[config.mk]
export PLATFORM = sky130hd
export DESIGN_NAME = prt_div
export DESIGN_NICKNAME = d
export VERILOG_FILES = /design/src/rtl/percentile_rank_tracker_assert.svh /design/src/rtl/prt_pkg.sv /design/src/rtl/prt_div.sv
export SDC_FILE = /design/constraint.sdc
export NUM_CORES = 1
export LEC_CHECK = 0
export BUFFER_PORTS_ARGS = -buffer_cell sky130_fd_sc_hd__buf_2
export CAP_MARGIN = 20
export CORE_ASPECT_RATIO = 1.1
export CORE_MARGIN = 1
export CORE_UTILIZATION = 30
export CTS_CLUSTER_DIAMETER = 50
export DETAILED_ROUTE_END_ITERATION = 6
export GPL_ROUTABILITY_DRIVEN = 1
export PLACE_DENSITY = 0.47
export SLEW_MARGIN = 20
export SYNTH_ARGS = -nofsm -noshare
export SYNTH_HDL_FRONTEND = slang
export SYNTH_SLANG_ARGS = --single-unit
[constraint.sdc]
create_clock -name clk -period 3.4 [get_ports clk]
set_clock_uncertainty 0.1 [all_clocks]
set_input_delay 0.51 -clock clk [delete_from_list [all_inputs] [get_ports clk]]
set_output_delay 0.51 -clock clk [all_outputs]
set_load 0.01 [all_outputs]
[src/rtl/percentile_rank_tracker_assert.svh]
// Assertion macros for the percentile rank tracker.
// Used by percentile_rank_tracker.sv; no other dependencies.
`ifndef PERCENTILE_RANK_TRACKER_ASSERT_SVH
`define PERCENTILE_RANK_TRACKER_ASSERT_SVH

// same-cycle implication
`define PRT_ASSERT_NOW(lbl, ck, rn, ante, cons, msg) \
	lbl: assert property (@(posedge ck) disable iff (!rn) (ante) |-> (cons)) \
		else $error(msg);

// next-cycle implication
`define PRT_ASSERT_NEXT(lbl, ck, rn, ante, cons, msg) \
	lbl: assert property (@(posedge ck) disable iff (!rn) (ante) |=> (cons)) \
		else $error(msg);

`endif

[src/rtl/prt_pkg.sv]
// Shared widths, request codes, divider status type and a saturating helper
// for the percentile rank tracker. No dependencies.
package prt_pkg;

	localparam int UID_W     = 16;
	localparam int PROG_W    = 10;
	localparam int CNT_W     = 17;
	localparam int OUT_W     = 16;
	localparam int RATIO_W   = 17;
	localparam int DIV_STEPS = 17;
	localparam int DIV_CNT_W = $clog2(DIV_STEPS);

	localparam logic REQ_RECORD = 1'b0;
	localparam logic REQ_QUERY  = 1'b1;

	localparam logic [RATIO_W-1:0] ONE_Q16 = 17'h10000;
	localparam logic [OUT_W-1:0]   CNT_SAT = 16'hFFFF;

	typedef struct packed {
		logic busy;
		logic done;
	} div_stat_t;

	function automatic logic [OUT_W-1:0] sat16(input logic [CNT_W-1:0] v);
		sat16 = (v > CNT_W'(CNT_SAT)) ? CNT_SAT : v[OUT_W-1:0];
	endfunction

endpackage

[src/rtl/prt_div.sv]
// Restoring divider: quotient = (dividend << 16) / divisor, dividend <= divisor.
// One quotient bit per cycle. Depends on prt_pkg.
module prt_div (
	input  logic                          clk,
	input  logic                          arst_n,
	input  logic                          start,
	input  logic [prt_pkg::CNT_W-1:0]     dividend,
	input  logic [prt_pkg::CNT_W-1:0]     divisor,
	output prt_pkg::div_stat_t            stat,
	output logic [prt_pkg::RATIO_W-1:0]   quotient
);

	logic [prt_pkg::CNT_W:0]           rem_q;
	logic [prt_pkg::CNT_W-1:0]         dvs_q;
	logic [prt_pkg::RATIO_W-1:0]       quo_q;
	logic [prt_pkg::DIV_CNT_W-1:0]     cnt_q;
	logic                              busy_q;
	logic                              done_q;
	logic                              ge;
	logic [prt_pkg::CNT_W:0]           rem_sub;

	assign ge      = rem_q >= {1'b0, dvs_q};
	assign rem_sub = ge ? (rem_q - {1'b0, dvs_q}) : rem_q;

	always_ff @(posedge clk or negedge arst_n) begin
		if (!arst_n) begin
			busy_q <= 1'b0;
			done_q <= 1'b0;
			cnt_q  <= '0;
		end else begin
			done_q <= 1'b0;
			if (start) begin
				busy_q <= 1'b1;
				cnt_q  <= '0;
			end else if (busy_q) begin
				cnt_q <= cnt_q + 1'b1;
				if (cnt_q == prt_pkg::DIV_CNT_W'(prt_pkg::DIV_STEPS - 1)) begin
					busy_q <= 1'b0;
					done_q <= 1'b1;
				end
			end
		end
	end

	// datapath, no reset
	always_ff @(posedge clk) begin
		if (start) begin
			rem_q <= {1'b0, dividend};
			dvs_q <= divisor;
			quo_q <= '0;
		end else if (busy_q) begin
			// remainder after subtract is below divisor, so the shift fits
			rem_q <= {rem_sub[prt_pkg::CNT_W-1:0], 1'b0};
			quo_q <= {quo_q[prt_pkg::RATIO_W-2:0], ge};
		end
	end

	assign stat.busy = busy_q;
	assign stat.done = done_q;
	assign quotient  = quo_q;

endmodule

==> flow_metrics.env <==
export IMPL_outcome="completed"
export IMPL_total_power_mw=3.26
export IMPL_p_clk_frac=0.279
export IMPL_dieArea_sq_mm=0.0116
export IMPL_die_h_microns=113
export IMPL_min_period_ns=2.93
export IMPL_synth_area_sq_mm=0.00336
export IMPL_maxCapViolations=0
export IMPL_place_gp_congestion=0.781
export IMPL_pre_cts_ws_ns=0.464
export IMPL_setup_viol=0
export IMPL_fillers=1160
export IMPL_first_pass_iters=4
export IMPL_crit_arrival_ns=2.91
export IMPL_layout_setup_ws_ns=0.469
export IMPL_synth_edff_count=34
export IMPL_slew_viol_final=0
export IMPL_powerDensity_mw_per_mm2=797
export IMPL_rsz0062_at_grt="no"
export IMPL_period_share=0.862
export IMPL_htree_levels=3
export IMPL_cp_max_fo=13
export IMPL_drtAntennaViolNets=0
export IMPL_p_leak_nw=1.87
export IMPL_cts_root_buf="clkbuf_16"
export IMPL_yosysWarnings=0
export IMPL_place_area_sq_mm=0.00378
export IMPL_multi_input_area_sq_mm=0.00163
export IMPL_rows=40
export IMPL_peakVddDrop_v=0.000318
export IMPL_start_util=0.308
export IMPL_clk_path_buf_depth=2
export IMPL_start_kind="flop"
export IMPL_grt_overflow=0
export IMPL_netSwitchingFraction=0.358
export IMPL_synth_area_leaders="edfxtp_1 (30%), dfxtp_1 (11%), ha_1 (7.1%)"
export IMPL_ys_flop_type="edfxtp_1"
export IMPL_cts_sinks=59
export IMPL_die_x_microns=103
export IMPL_synth_top_area_share=0.304
export IMPL_syn_inst=330
export IMPL_antenna_found_initial=0
export IMPL_final_hold_worst_slack_ns=0.252
export IMPL_grt_pass1_vias=2595
export IMPL_met1_length_microns=3420
export IMPL_worstPathRequired_ns=3.38
export IMPL_relSlewSlack=0.662
export IMPL_ys_async_sr_fraction=0.119
export IMPL_p_switching_mw=1.17
export IMPL_fin_tns_setup_ns=0
export IMPL_syn_nets=387
export IMPL_drive_gt1_frac=0.224
export IMPL_topRoutingLayerUsed="met4"
export IMPL_drt_iter0_markers=70
export IMPL_area_growth_pct=21.9
export IMPL_fmax_mhz=341
export IMPL_antenna_cells=0
export IMPL_synth_area_per_cell_sq_um=10.2
export IMPL_power_internal_mw=2.10
export IMPL_yosysTopAreaCell="edfxtp_1"
export IMPL_vias_per_cell=4.74
export IMPL_met3_length_microns=354
export IMPL_crit_path_end_kind="flop"
export IMPL_cts_clk_slew_worst_paths_ns=0.05
export IMPL_wl_per_cell_microns=13.8
export IMPL_io_pins=56
export IMPL_register_area_sq_mm=0.00156
export IMPL_cts_resized=0
export IMPL_port_buffers=55
export IMPL_ys_types=53
export IMPL_drc_errors=0
export IMPL_finalHoldViolCount=0
export IMPL_clock_latency_ns=0.33
export IMPL_core_area_sq_mm=0.0109
export IMPL_finalInstanceArea_sq_mm=0.00410
export IMPL_wl_met2_microns=3470
export IMPL_vias=2538
export IMPL_critical_path_class="flop to flop"
export IMPL_ys_seq_elements=59
export IMPL_fin_nets=442
export IMPL_pwr_share_seq=0.307
export IMPL_grt_pass1_wl_microns=12300
export IMPL_worst_pin_slew_ns=0.501
export IMPL_postRouteWirelength_microns=7410
export IMPL_yosysSeqAreaShare=0.463
export IMPL_grt_total_usage=0.141
export IMPL_synth_common_cells="edfxtp_1 (34), nor2_1 (34), nand2_1 (23), inv_1 (21), mux2i_1 (21)"
export IMPL_grt_max_degree=28
export IMPL_cts_tree="yes"
export IMPL_hp_class="input pin to flop"
export IMPL_tritoncts_num_buffers=9
export IMPL_dp_hpwl_microns=5480
export IMPL_comb_power_share=0.414
-- final timing paths --
check / from / to / slack, ns / depth (start not counted)
setup / recovery: rem_q[0] / rem_q[11] / 0.47 / 11
hold / removal: divisor[10] / dvs_q[10] / 0.25 / 1
setup reg to reg: rem_q[0] / rem_q[11] / 0.47 / 11
hold reg to reg: quotient[16] / quotient[16] / 0.40 / 2
max in group asynchronous: arst_n / cnt_q[4] / 2.60 / 2
min in group asynchronous: arst_n / done_q / 0.44 / 2
-- cells in the final DEF, fill, tap and decap left out, types with 9 or more instances in the layout --
cell type / Yosys / routed
ha_1: 19 / 19
inv_1: 21 / 21
clkbuf_16: 0 / 11
a21oi_1: 18 / 18
mux2i_1: 21 / 21
o21ai_0: 12 / 12
buf_2: 3 / 55
nor2_1: 34 / 34
edfxtp_1: 34 / 34
nor2b_1: 9 / 9
xor2_1: 11 / 11
nand2_1: 23 / 23
dfxtp_1: 18 / 18
-- power by group through the flow --
| stage | sequential (mW) | combinational (mW) | clock, mW |
|---|---|---|---|
| after floorplan | 0.989 | 1.07 | 0 |
| after global placement | 1.02 | 1.34 | 0 |
| after detailed placement | 1.02 | 1.35 | 0 |
| after CTS | 1.00 | 1.36 | 0.933 |
| after global routing | 1.02 | 1.53 | 0.958 |
| final | 1.00 | 1.35 | 0.911 |
-- sequential cells by signal (all words and copies together), names as in the netlist --
register  flops
rem_q        18
busy_q        1
cnt_q         5
done_q        1
quotient     17
dvs_q        17
-- stage by stage --
step | utilization | instances
after global routing | 0.375 | 536
after floorplan | - | 330
after detailed placement | 0.346 | 520
after CTS | 0.375 | 536
final | 0.375 | 536
after global placement | 0.346 | 520
-- final cells by class --
class,instances,area share
clock buffers,12,0.0706
clock inverters,3,0.00397
inverters,21,0.0192
multi-input cells,231,0.399
flip-flops and latches,59,0.380
well taps,147,0.0449
repair buffers,63,0.0825
-- critical path, cell delays in order (launching register included) --
cell and delay (ns):
edfxtp_1 0.35, inv_1 0.08, ha_1 0.16, inv_1 0.05, fa_1 0.41, a21o_1 0.24
a221oi_4 0.35, o211ai_2 0.16, a31oi_2 0.19, buf_4 0.24, nor3_1 0.07, a221o_1 0.27
-- kinds of logic after synthesis --
kind of cell | share of synthesized area
AND/OR/NAND/NOR | 0.143
AO/OA/AOI/OAI | 0.158
flip-flops | 0.463
buffers and inverters | 0.0503
multiplexers | 0.0693
adder cells (fa/ha/maj) | 0.0768
XOR/XNOR | 0.0391
-- routing by layer --
metal | global-route usage | vias to the layer above
met4 | 0.0676 | 0
li1 | - | 1300
met1 | 0.173 | 1173
met3 | 0.0445 | 13
met5 | 0 | -
met2 | 0.222 | 52
-- timing repair --
| action | in CTS | in global routing |
|---|---|---|
| buffers inserted | 0 | 0 |
| hold buffers | 1 | 0 |
| endpoints found under the hold margin | 7 | 0 |
| setup endpoints to repair | 0 | 0 |
No activity file was read; power rests on OpenSTA's default activity.
